**config.mk**
```make
export PLATFORM = sky130hd
export DESIGN_NAME = atmf_ctrl
export DESIGN_NICKNAME = d
export VERILOG_FILES = /design/src/hw/rtl/atmf_pkg.sv /design/src/hw/rtl/atmf_ctrl.sv
export SDC_FILE = /design/constraint.sdc
export NUM_CORES = 1
export LEC_CHECK = 0
export BUFFER_PORTS_ARGS = -buffer_cell sky130_fd_sc_hd__buf_2
export CAP_MARGIN = 20
export CORE_AREA = 2 2 39 41
export CTS_BUF_LIST = sky130_fd_sc_hd__clkbuf_16
export CTS_CLUSTER_SIZE = 30
export DETAILED_ROUTE_END_ITERATION = 10
export DIE_AREA = 0 0 41 43
export PLACE_DENSITY = 0.6
export SYNTH_ARGS = -nofsm -noshare
export SYNTH_HDL_FRONTEND = slang
export SYNTH_SLANG_ARGS = --single-unit
```
**constraint.sdc**
```tcl
create_clock -name clk -period 3 [get_ports clk]
set_input_delay 0.6 -clock clk [delete_from_list [all_inputs] [get_ports clk]]
set_output_delay 0.6 -clock clk [all_outputs]
set_load 0.05 [all_outputs]
```
**src/hw/rtl/atmf_pkg.sv**
```systemverilog
package atmf_pkg;

    // Frame store and window geometry.
    localparam int MAX_ROWS   = 64;
    localparam int MAX_COLS   = 64;
    localparam int MAX_RADIUS = 3;
    localparam int PIXEL_BITS = 8;
    localparam int ROW_BITS   = 6;
    localparam int COL_BITS   = 6;

    localparam logic OP_WRITE = 1'b0;
    localparam logic OP_QUERY = 1'b1;

    localparam logic [1:0] REG_ROWS   = 2'd0;
    localparam logic [1:0] REG_COLS   = 2'd1;
    localparam logic [1:0] REG_RADIUS = 2'd2;
    localparam logic [1:0] REG_TRIM   = 2'd3;

    localparam logic [1:0] STATUS_OK    = 2'd0;
    localparam logic [1:0] STATUS_SMALL = 2'd1;
    localparam logic [1:0] STATUS_RANGE = 2'd2;

    localparam int CFG_BITS  = 7;
    localparam int TRIM_BITS = 5;

    // Commands from the controller to the datapath.
    typedef struct packed {
        logic start;      // latch the query and clear the gather state
        logic gather;     // one window read step
        logic clear_rank; // reset the rank scan for the next candidate
        logic rank;       // one rank compare step
        logic accum;      // fold the ranked value into the sum
        logic div_start;  // load the divider
        logic div_step;   // one quotient bit
    } atmf_cmd_t;

    // Status from the datapath to the controller.
    typedef struct packed {
        logic out_range;
        logic too_small;
        logic gather_done;
        logic rank_done;
        logic cand_done;
        logic div_done;
    } atmf_stat_t;

endpackage

```
**src/hw/rtl/atmf_ctrl.sv**
```systemverilog
module atmf_ctrl
    import atmf_pkg::*;
(
    input  logic       clk,
    input  logic       rst_n,
    input  logic       query,
    input  atmf_stat_t stat,
    input  logic       out_ready,
    output atmf_cmd_t  cmd,
    output logic       busy,
    output logic       out_valid,
    output logic       out_err
);

    typedef enum logic [2:0] {
        S_IDLE, S_CHECK, S_GATHER, S_RANK, S_DIVLD, S_DIV, S_OUT
    } state_t;

    state_t state_reg, state_next;
    logic   valid_reg, valid_next;
    logic   err_reg, err_next;

    always_comb
    begin
        state_next = state_reg;
        valid_next = valid_reg;
        err_next   = err_reg;
        cmd        = '0;
        if (valid_reg && out_ready)
        begin
            valid_next = 1'b0;
        end
        case (state_reg)
            S_IDLE:
            begin
                if (query)
                begin
                    cmd.start  = 1'b1;
                    state_next = S_CHECK;
                end
            end
            S_CHECK:
            begin
                if (stat.out_range)
                begin
                    err_next   = 1'b1;
                    state_next = S_OUT;
                end
                else
                begin
                    state_next = S_GATHER;
                end
            end
            S_GATHER:
            begin
                cmd.gather = 1'b1;
                if (stat.gather_done)
                begin
                    cmd.clear_rank = 1'b1;
                    if (stat.too_small)
                    begin
                        err_next   = 1'b1;
                        state_next = S_OUT;
                    end
                    else
                    begin
                        state_next = S_RANK;
                    end
                end
            end
            S_RANK:
            begin
                cmd.rank = 1'b1;
                if (stat.rank_done)
                begin
                    cmd.accum      = 1'b1;
                    cmd.clear_rank = 1'b1;
                    if (stat.cand_done)
                    begin
                        state_next = S_DIVLD;
                    end
                end
            end
            S_DIVLD:
            begin
                cmd.div_start = 1'b1;
                state_next    = S_DIV;
            end
            S_DIV:
            begin
                cmd.div_step = 1'b1;
                if (stat.div_done)
                begin
                    err_next   = 1'b0;
                    state_next = S_OUT;
                end
            end
            S_OUT:
            begin
                if (!valid_reg || out_ready)
                begin
                    valid_next = 1'b1;
                    state_next = S_IDLE;
                end
            end
            default:
            begin
                state_next = S_IDLE;
            end
        endcase
    end

    always_ff @(posedge clk or negedge rst_n)
    begin
        if (!rst_n)
        begin
            state_reg <= S_IDLE;
            valid_reg <= 1'b0;
            err_reg   <= 1'b0;
        end
        else
        begin
            state_reg <= state_next;
            valid_reg <= valid_next;
            err_reg   <= err_next;
        end
    end

    assign busy      = (state_reg != S_IDLE);
    assign out_valid = valid_reg;
    assign out_err   = err_reg;

endmodule

```
Word-level counts from Yosys, hierarchy flattened. Index checks and enable logic that the tools add are counted.

Add/sub/neg operators: 0. Multiply operators: 0. Divide/modulo/power cells: 0. $lt $le $gt $ge: 0. Eq/ne operators: 14. Shift-type cells: 0. Multiplexer cells: 26. Bitwise gates (word level): 0. Reduce and logical (&&, ||, !) cells: 8.

Operators by type and width (number): 3-bit two-way mux (8); 3-bit one-hot mux with 7 select lines (1); 2-bit != test, second input constant (8); 1-bit two-way mux (14); 3-bit == test, second input constant (3); 3-bit by 2-bit == test with 1-bit output, second input constant (2); 6-bit AND reduction (1); 3-bit nonzero test (2); 5-bit AND reduction (1); 3-bit by 1-bit == test with 1-bit output, second input constant (1); 3-bit logical NOT (1); 1-bit one-hot mux with 3 select lines (1); 2-bit two-way mux (1); 1-bit one-hot mux with 2 select lines (1); 1-bit logical AND (1); 1-bit logical NOT (1); 1-bit logical OR (1).

Register bits after elaboration: 5. Bits in latches: 0. Memory bits (writable): 0. Bits in read-only memories: 0. Output and inout bits: 10. Logic and storage cells: 51. Memories: 0.

Depth between registers and ports, before layout.
Depth in word-level cells: 4. Mapped depth: 5.

Worst setup path before layout. No wires, ideal clock.

Path kind: register to output. Start: register state_reg[0]. End: output cmd[4] (netlist bit). Arrival: 1955 ps. Setup slack: 445 ps. Stages on the path, launching flop included: 5. Buffers on the path: 1. Path through: dfrtp_1 -> buf_2 -> and3b_1 -> and2_1 -> a21o_1.

RTL lines: from (decl) (RTL line atmf_ctrl.sv:19) `state_t state_reg, state_next;`; from (signal assigned) (RTL line atmf_ctrl.sv:123) `state_reg <= state_next;`; to (decl) (RTL line atmf_ctrl.sv:9) `output atmf_cmd_t cmd,`.

==> impl_metrics.toml <==
[global_route]
grt_max_degree = 14
overflow = 0
grt_pass1_wl_um = 1290
grt_pass1_vias = 317
antenna_found_initial = 0
grt_util_all_layers = 0.1159

[synthesis]
synth_area_um2 = 381.6
ys_types = 21
synth_nets = 57
ys_seq_area_frac = 0.3279
synth_top_cell_by_area = "dfrtp_1"
syn-mean-instance-area_um2 = 8.119
ys_warn_count = 0
ys_ff_latch = 5
synth_top_cell_area_share = 0.3279
yosys-top-cells-area = "dfrtp_1 33%, inv_1 6.9%, and3b_1 6.9%"
synthCells = 47

[sta]
slew_headroom = 0.6790
rsz0062_at_grt = "no"
skew_ns = 0.001886
setup_viol = 0
worstMarginPinSlew_ns = 0.4740
max_freq_ghz = 0.4725
fin_crit_sh = 0.7055
whs_ns = 0.1814
slew_viol_final = 0
post-route-min-period_ns = 2.116
setup_tns_ns = 0
layout_setup_ws_ns = 0.8836
hold_viol_final = 0

[route]
first_pass_iters = 4
drcViolationCount = 0
first_iter_violations = 3
num_vias = 406
wirelength_um = 901
via_per_inst = 4.833
wire_per_inst_um = 10.73
ant_nets = 0

[cts]
clock_latency_ns = 0.22
cts_resized = 0
htree_levels = 1
cts_tree = "done"
hold_buffers = 0
clkTransAtPathRegs_ns = 0.03
cts_buffer_depth = 2
cts_buffers = 3
cts_setup_buffers = 0
cts-root-buf = "clkbuf_16"
cts.sinks = 5

[critical_path]
critPathLaunchType = "register"
critical_path_class = "register to primary output"
required_ns = 2.40
rrSetupSlack_ns = 1.51
end_kind = "primary output"
path_max_fanout = 13
cp_data_arrival_time_ns = 1.52

[floorplan]
die_w_um = 41
rows = 14
core_area_um2 = 1384
die-height_um = 43
io_pins = 20
die_area_um2 = 1763
start_util = 0.2758

[finish]
layout-drive-gt1-share = 0.3529
n_fill_cell = 157
design_area_um2 = 565.5
syn2layout_area_growth_pct = 48.20
multiInputGateArea_um2 = 220.2
final_cell_mix = "19 x buf_2, 8 x inv_1, 6 x nand2_1"
diodes = 0
nets = 79
regArea_um2 = 125.1
final_common_cell = "buf_2"
largest_register_ffs = 3

[power_and_ir_drop]
power.density_nw_per_um2 = 1393
report.power.total_uw = 787.6
vdd_drop_max_mv = 0.5480
leakage_uw = 0.0003163

[run]
maxCapViolations = 0

[placement]
place_area_um2 = 486.7
io_buffers = 19
place.gp.congestion = 0.6753
dp_hpwl_um = 660.6
dpl_worst_slack_ns = 1.118

[worst_hold_path]
hold_class = "primary input to async pin"

[status]
status = "finished, final reports clean"
[critical path: stages (launching register included)]
cell and delay (ns):
dfrtp_1 0.54, and3b_1 0.27, and2_1 0.15, a21o_1 0.08
buf_2 0.25
[metal layers]
metal,part of all wire,routed length [µm],track usage,up-vias
li1,-,-,-,205
met1,0.44,395,0.1303,186
met2,0.46,411,0.1625,15
met3,0.10,94,0.07330,0
met4,0,0,0.06000,0
met5,0,0,0,-
[final timing paths]
kind,from,to,depth (start not counted)
worst max register to register,state_reg[0]$_DFFE_PN0P_,state_reg[0]$_DFFE_PN0P_,4
min in group clk,out_err$_DFFE_PN0P_,out_err$_DFFE_PN0P_,2
worst min-delay path,rst_n,state_reg[1]$_DFFE_PN0P_,1
max in group asynchronous,rst_n,state_reg[2]$_DFFE_PN0P_,1
worst min register to register,out_err$_DFFE_PN0P_,out_err$_DFFE_PN0P_,2
worst max-delay path,state_reg[1]$_DFFE_PN0P_,cmd[4],4
[cells in the mapped netlist (all sizes together)]
cell	instances
xnor2	1
a32oi	1
dfrtp	5
nand2	6
o21ai	4
nor3	1
inv	7
buf	2
a21o	2
o41ai	1
nor3b	1
mux2i	2
a21oi	2
o311ai	1
nor2b	1
and3b	3
a221o	1
and2	1
nand3	1
nor2	3
o211ai	1
[per-stage QoR]
step / util / std cells
4_1_cts: 0.4087 / 84
3_5_place_dp: 0.3517 / 80
5_1_grt: 0.4087 / 84
2_1_floorplan: - / 47
6_report: 0.4087 / 84
3_3_place_gp: 0.3517 / 80
[logic make-up (layout without fill, tap and decap cells)]
group / count (synthesis) / after routing / share of synthesized area
AND/OR/NAND/NOR: 17 / 17 / 0.2492
XOR/XNOR: 1 / 1 / 0.02296
AO/OA/AOI/OAI: 13 / 13 / 0.2525
multiplexers: 2 / 2 / 0.05246
buffers and inverters: 9 / 30 / 0.09510
flip-flops: 5 / 5 / 0.3279
[area by class of cell]
class / instances / share of cell area
multi-input cells: 33 / 0.3894
flip-flops and latches: 5 / 0.2212
inverters: 7 / 0.04646
repair buffers: 19 / 0.1681
clock buffers: 3 / 0.1327
clock inverters: 1 / 0.006637
well taps: 16 / 0.03540
[power breakdown]
part	internal, µW	total [µW]	switching [µW]
clock	172	212	39.6
combinational	131	410	279
sequential	102	166	64.1
total	405	788	383
Power figures use the tool's default switching activity.
